--- src/rtl/fla_pkg.sv ---
`timescale 1ns / 1ps
package fla_pkg;
   typedef enum logic [1:0] {
      OP_WRITE   = 2'd0,
      OP_READ    = 2'd1,
      OP_ADVANCE = 2'd2,
      OP_NONE    = 2'd3
   } op_type;

   typedef enum logic [1:0] {
      CSR_WIDTH  = 2'd0,
      CSR_HEIGHT = 2'd1,
      CSR_FADE   = 2'd2
   } csr_index_type;

   localparam logic [7:0] ALIVE_VALUE = 8'd255;
   localparam logic [7:0] RESET_WIDTH = 8'd100;
   localparam logic [7:0] RESET_HEIGHT = 8'd75;
   localparam logic [7:0] RESET_FADE = 8'd16;
   localparam logic [3:0] BIRTH_COUNT = 4'd3;
   localparam logic [3:0] KEEP_COUNT = 4'd2;

   typedef struct packed {
      logic [1:0] opcode;
      logic [6:0] cell_x;
      logic [6:0] cell_y;
      logic [7:0] cell_value;
   } req_type;

   typedef struct packed {
      logic [6:0] out_x;
      logic [6:0] out_y;
      logic [7:0] out_value;
      logic       generation_done;
   } rsp_type;

   typedef enum logic [2:0] {
      ST_IDLE,
      ST_CENTER,
      ST_NEIGH,
      ST_CALC,
      ST_OUT
   } state_type;
endpackage

--- src/rtl/fla_front.sv ---
`timescale 1ns / 1ps
// classifies items, drops unused opcodes, two-entry queue to the back end
module fla_front import fla_pkg::*; (
   input  logic    clock,
   input  logic    reset,
   input  logic    req_valid,
   output logic    req_stall,
   input  req_type req_data,
   output logic    q_valid,
   input  logic    q_pop,
   output req_type q_data
);
   req_type     q_mem_ff [2];
   req_type     q_mem_in [2];
   logic [1:0]  q_cnt_ff, q_cnt_in;
   logic        push;

   assign req_stall = (q_cnt_ff == 2'd2);
   assign push = req_valid && !req_stall && (req_data.opcode != OP_NONE);
   assign q_valid = (q_cnt_ff != 2'd0);
   assign q_data = q_mem_ff[0];

   always_comb begin
      q_mem_in = q_mem_ff;
      q_cnt_in = q_cnt_ff;
      if (q_pop && q_valid) begin
         q_mem_in[0] = q_mem_ff[1];
         q_cnt_in = q_cnt_in - 2'd1;
      end
      if (push) begin
         q_mem_in[q_cnt_in[0]] = req_data;
         q_cnt_in = q_cnt_in + 2'd1;
      end
   end

   always_ff @(posedge clock) begin
      q_mem_ff <= q_mem_in;
      if (reset) begin
         q_cnt_ff <= 2'd0;
      end else begin
         q_cnt_ff <= q_cnt_in;
      end
   end
endmodule

--- config.mk ---
export PLATFORM = sky130hd
export DESIGN_NAME = fla_front
export DESIGN_NICKNAME = d
export VERILOG_FILES = /design/src/rtl/fla_pkg.sv /design/src/rtl/fla_front.sv
export SDC_FILE = /design/constraint.sdc
export NUM_CORES = 1
export LEC_CHECK = 0
export ABC_CLOCK_PERIOD_IN_PS = 3200
export BUFFER_PORTS_ARGS = -buffer_cell sky130_fd_sc_hd__clkbuf_2
export CAP_MARGIN = 20
export CORE_UTILIZATION = 40
export DETAILED_ROUTE_END_ITERATION = 6
export HOLD_SLACK_MARGIN = 0.02
export PLACE_DENSITY = 0.63
export SLEW_MARGIN = 0
export SYNTH_ARGS = -nofsm -noshare
export SYNTH_HDL_FRONTEND = slang
export SYNTH_SLANG_ARGS = --single-unit
--- constraint.sdc ---
create_clock -name clock -period 3.2 [get_ports clock]
set_clock_uncertainty 0.15 [all_clocks]
set_input_delay 0 -clock clock [delete_from_list [all_inputs] [get_ports clock]]
set_output_delay 0 -clock clock [all_outputs]
set_load 0.01 [all_outputs]
# --- Yosys cells after proc, flatten, opt, wreduce, memory -nomap -nowiden ---
# Cells that the tools add are included.
totals:
  input_bits: 28
  output_inout_bits: 26
  word_cells: 29
  reg_bits: 50
op_classes:
  order_cmp: 2
  reduce_logical: 6
  mux: 7
  n_addsub: 2
  n_eq_ne: 2
  n_bitwise: 1
op_table:
  columns: ["operator", "n"]
  rows:
  - ["48-bit bitwise mux", 1]
  - ["24-bit two-way mux", 2]
  - ["48-bit two-way mux", 1]
  - ["24-bit demux with 1-bit select", 1]
  - ["1-bit logical AND", 4]
  - ["2-bit two-way mux", 2]
  - ["2-bit by 1-bit adder with 2-bit output, second input constant", 1]
  - ["2-bit equality test, second input constant", 1]
  - ["2-bit >= comparator, second input constant", 1]
  - ["2-bit by 1-bit < comparator with 1-bit output, second input constant", 1]
  - ["2-bit != test, second input constant", 1]
  - ["1-bit inverter with 2-bit output", 1]
  - ["2-bit nonzero test", 1]
  - ["2-bit by 1-bit subtractor with 2-bit output, second input constant", 1]
  - ["1-bit zero test", 1]

# --- Depth between registers and ports, before layout ---
depth:
  depth_word: 10
  depth_mapped: 8
  depth_no_buf: 7

# --- Worst setup path before layout ---
# No wires, ideal clock.
synth_timing:
  path_kind: "flip-flop to flip-flop"
  start: "register q_cnt_ff[0]"
  end: "register (tool-made name)"
  setup_slack_ns: 0.650
  n_path_buf: 1
  required_ns: 2.658
  stages_incl_launch_ff: 7
  arrival_time_ns: 2.007
  path_cell_list: "dfxtp_1 inv_2 ha_1 nor2b_2 buf_2 nand2_1 nor2b_1"
synth_lines:
  columns: ["item", "line_no", "text"]
  rows:
  - ["from (decl)", "fla_front.sv:15", "logic [1:0] q_cnt_ff, q_cnt_in;"]
  - ["from (signal assigned)", "fla_front.sv:41", "q_cnt_ff <= q_cnt_in;"]

==> load_flow_metrics.sql <==
INSERT INTO impl_metrics (metric_group, metric, value, unit) VALUES
('synth', 'yosysUniqueCellTypes', '37', ''),
('floorplan', 'design.core.area', '0.006026', 'mm^2'),
('cells_and_area', 'utilization_of_the_core_after_routing', '49.90', '%'),
('floorplan', 'die-height', '81.63', 'um'),
('placement', 'dp_hpwl', '3135', 'um'),
('timing', 'post_route_fraction_of_the_period_consumed_by_the_critical_path', '78.13', '%'),
('cts', 'clock_tree.htree_level_count', '2', ''),
('grt', 'gr-total-overflow', '0', ''),
('cells_and_area', 'antenna_cells_inserted', '0', ''),
('placement', 'dpl_worst_slack', '0.7359', 'ns'),
('synth', 'avgSynthCellArea', '12.31', 'um^2'),
('grt', 'largest_net_degree_at_the_start_of_global_routing', '32', ''),
('placement', 'port_buffer_cells', '53', ''),
('synth', 'share_of_synthesized_registers_carrying_an_async_set_or_reset', '0', '%'),
('power_and_ir_drop', 'leakage_power', '1.280', 'nW'),
('critical_path', 'crit_arrival', '2.33', 'ns'),
('route', 'wl_per_cell', '14.19', 'um'),
('power_and_ir_drop', 'power-per-cell-area', '815.2', 'mW/mm^2'),
('synth', 'yosys.cell_count.top_type', 'sky130_fd_sc_hd__mux2i_1', ''),
('route', 'detail-route-antenna-nets', '0', ''),
('timing', 'postLayoutSetupSlackWorst', '0.6997', 'ns'),
('cells_and_area', 'share_of_post_route_cells_with_drive_strength_above_1', '27.59', '%'),
('placement', 'finalWeightedCongestion', '0.7544', ''),
('synth', 'post-synth-top-area-fraction', '28.42', '%'),
('synth', 'synth_seq_cells', '50', ''),
('floorplan', 'initial_core_utilization', '42.09', '%'),
('route', 'met2_wirelength', '2223', 'um'),
('cells_and_area', 'flow.area_growth_from_synthesis', '18.55', '%'),
('cts', 'tritoncts', 'built', ''),
('critical_path', 'timing.rr.start', 'q_cnt_ff[0]', ''),
('timing', 'final-setup-viol-count', '0', ''),
('power_and_ir_drop', 'vdd_drop_max', '0.3253', 'mV'),
('cts', 'post_cts_resize_count', '0', ''),
('route', 'routed-wl-met3', '202', 'um'),
('hold_path', 'hold_start', 'q_pop', ''),
('grt', 'grt_antenna_before_repair', '0', ''),
('critical_path', 'setup.worst_path.class', 'register to register', ''),
('route', 'top_signal_layer_used', 'met4', ''),
('critical_path', 'cp-startpoint', 'q_cnt_ff[0]', ''),
('timing', 'worst-slew-pin-transition', '0.4825', 'ns'),
('synth', 'synthesis.nets', '237', ''),
('synth', 'synth-edff-count', '24', ''),
('timing', 'grt_setup_unrepaired', 'false', ''),
('synth', 'synth-main-ff-cell', 'sky130_fd_sc_hd__dfxtp_1', ''),
('floorplan', 'design.portCount', '54', ''),
('synth', 'netlist_top_cells_area', 'sky130_fd_sc_hd__edfxtp_1 (28%), sky130_fd_sc_hd__mux2i_1 (22%), sky130_fd_sc_hd__dfxtp_1 (21%)', ''),
('floorplan', 'rows', '28', ''),
('floorplan', 'die-width', '81.63', 'um'),
('route', 'post-route-drc-count', '0', ''),
('route', 'drt-vias-per-instance', '4.952', ''),
('cts', 'cts-root-buf', 'sky130_fd_sc_hd__clkbuf_8', ''),
('synth', 'synth.top_cells.by_count', 'sky130_fd_sc_hd__mux2i_1 (55), sky130_fd_sc_hd__buf_4 (26), sky130_fd_sc_hd__dfxtp_1 (26)', ''),
('route', 'met1_length', '2306', 'um'),
('critical_path', 'critical_path_required', '3.03', 'ns'),
('run_status', 'outcome', 'complete, no violations', ''),
('synth', 'postSynthCellCount', '206', ''),
('cts', 'clk_pin_slew', '0.10', 'ns'),
('grt', 'grt_first_pass_wirelength', '7320', 'um'),
('route', 'detail_route.first_pass.iterations', '4', ''),
('timing', 'timing.setup.tns', '0', 'ns'),
('synth', 'synthDominantAreaCellType', 'sky130_fd_sc_hd__edfxtp_1', ''),
('synth', 'synth.yosys.seq_area_share', '48.94', '%'),
('cts', 'post-cts-setup-buffers', '0', ''),
('cts', 'cts_max_path_buffers', '2', ''),
('cts', 'cts_num_sinks', '50', ''),
('route', 'drt_iter0_markers', '105', ''),
('critical_path', 'timing.critical_path.to_type', 'register', ''),
('synth', 'count_of_warnings_emitted_by_yosys', '0', ''),
('cts', 'insertion_delay', '0.31', 'ns'),
('cells_and_area', 'fillers', '574', ''),
('route', 'dr_total_vias', '1664', '');
[path summary, 6_finish.rpt]
check / to / slack (ns) / cells past startpoint
worst max-delay path: register / 0.70 / 7
worst min-delay path: q_cnt_ff[1] / 0.10 / 4
worst max register to register: register / 0.70 / 7
worst min register to register: q_data[19] / 0.38 / 2
[worst max-delay path, cell delays in order (launching register included)]
cell and delay [ns]:
sky130_fd_sc_hd__dfxtp_1 0.32, sky130_fd_sc_hd__buf_4 0.19, sky130_fd_sc_hd__inv_2 0.09, sky130_fd_sc_hd__ha_1 0.22
sky130_fd_sc_hd__nor2b_2 0.37, sky130_fd_sc_hd__nand2_1 0.32, sky130_fd_sc_hd__inv_1 0.13, sky130_fd_sc_hd__ha_1 0.37
[layout make-up]
| class | count | area (um^2) | share of cell area [%] |
|---|---|---|---|
| Clock buffer | 5 | 68.82 | 2.289 |
| Clock inverter | 3 | 48.80 | 1.623 |
| Inverter | 4 | 15.01 | 0.4994 |
| Multi-Input combinational cell | 117 | 993.5 | 33.04 |
| Sequential cell | 50 | 1241 | 41.28 |
| Tap cell | 75 | 93.84 | 3.121 |
| Timing Repair Buffer | 82 | 545.5 | 18.14 |
[kinds of logic after synthesis]
kind of cell / Yosys count / share of synthesized area (%)
AO/OA/AOI/OAI: 27 / 7.055
XOR/XNOR: 1 / 0.3454
adder cells (fa/ha/maj): 3 / 1.480
buffers and inverters: 39 / 11.99
AND/OR/NAND/NOR: 31 / 8.485
multiplexers: 55 / 21.71
flip-flops: 50 / 48.94
[per-layer routing]
metal / global-route usage, % / up-vias
met5: 0 / -
met4: 4.737 / 0
met3: 4.000 / 4
met2: 23.83 / 40
met1: 19.48 / 787
li1: - / 833
[report_power, final]
part	leakage (nW)	switching [mW]	internal (mW)
clock	0.0563	0.229	0.238
sequential	0.439	0.0991	0.921
combinational	0.785	0.514	0.450
[cells in the final DEF, fill, tap and decap left out, drive strengths merged]
master and instances:
clkbuf 58, mux2i 55, dfxtp 26, dlygate4sd3 25, edfxtp 24, nand2b 11
o21ai 6, nand4b 5, a21oi 5, a211oi 5, inv 5, a21boi 5
nand2 4, buf 4, nor2b 4, ha 3, o221ai 2, nand3 2
and3 2, xnor2 1, a22oi 1, nand4 1, a21o 1, nor3b 1
a41o 1, nor2 1, a31oi 1, clkinvlp 1, bufinv 1
[per-stage QoR]
stage | std cells | cell area, um^2 | hold slack [ns] | power [mW]
2_1_floorplan | 206 | 2536 | -0.08059 | 1.910
3_3_place_gp | 303 | 2639 | 0.03598 | 1.960
3_5_place_dp | 303 | 2639 | 0.02989 | 1.982
4_1_cts | 336 | 3007 | 0.08975 | 2.476
5_1_grt | 336 | 3007 | 0.1287 | 2.616
6_report | 336 | 3007 | 0.1027 | 2.451
(Power assumes the default switching activity.)
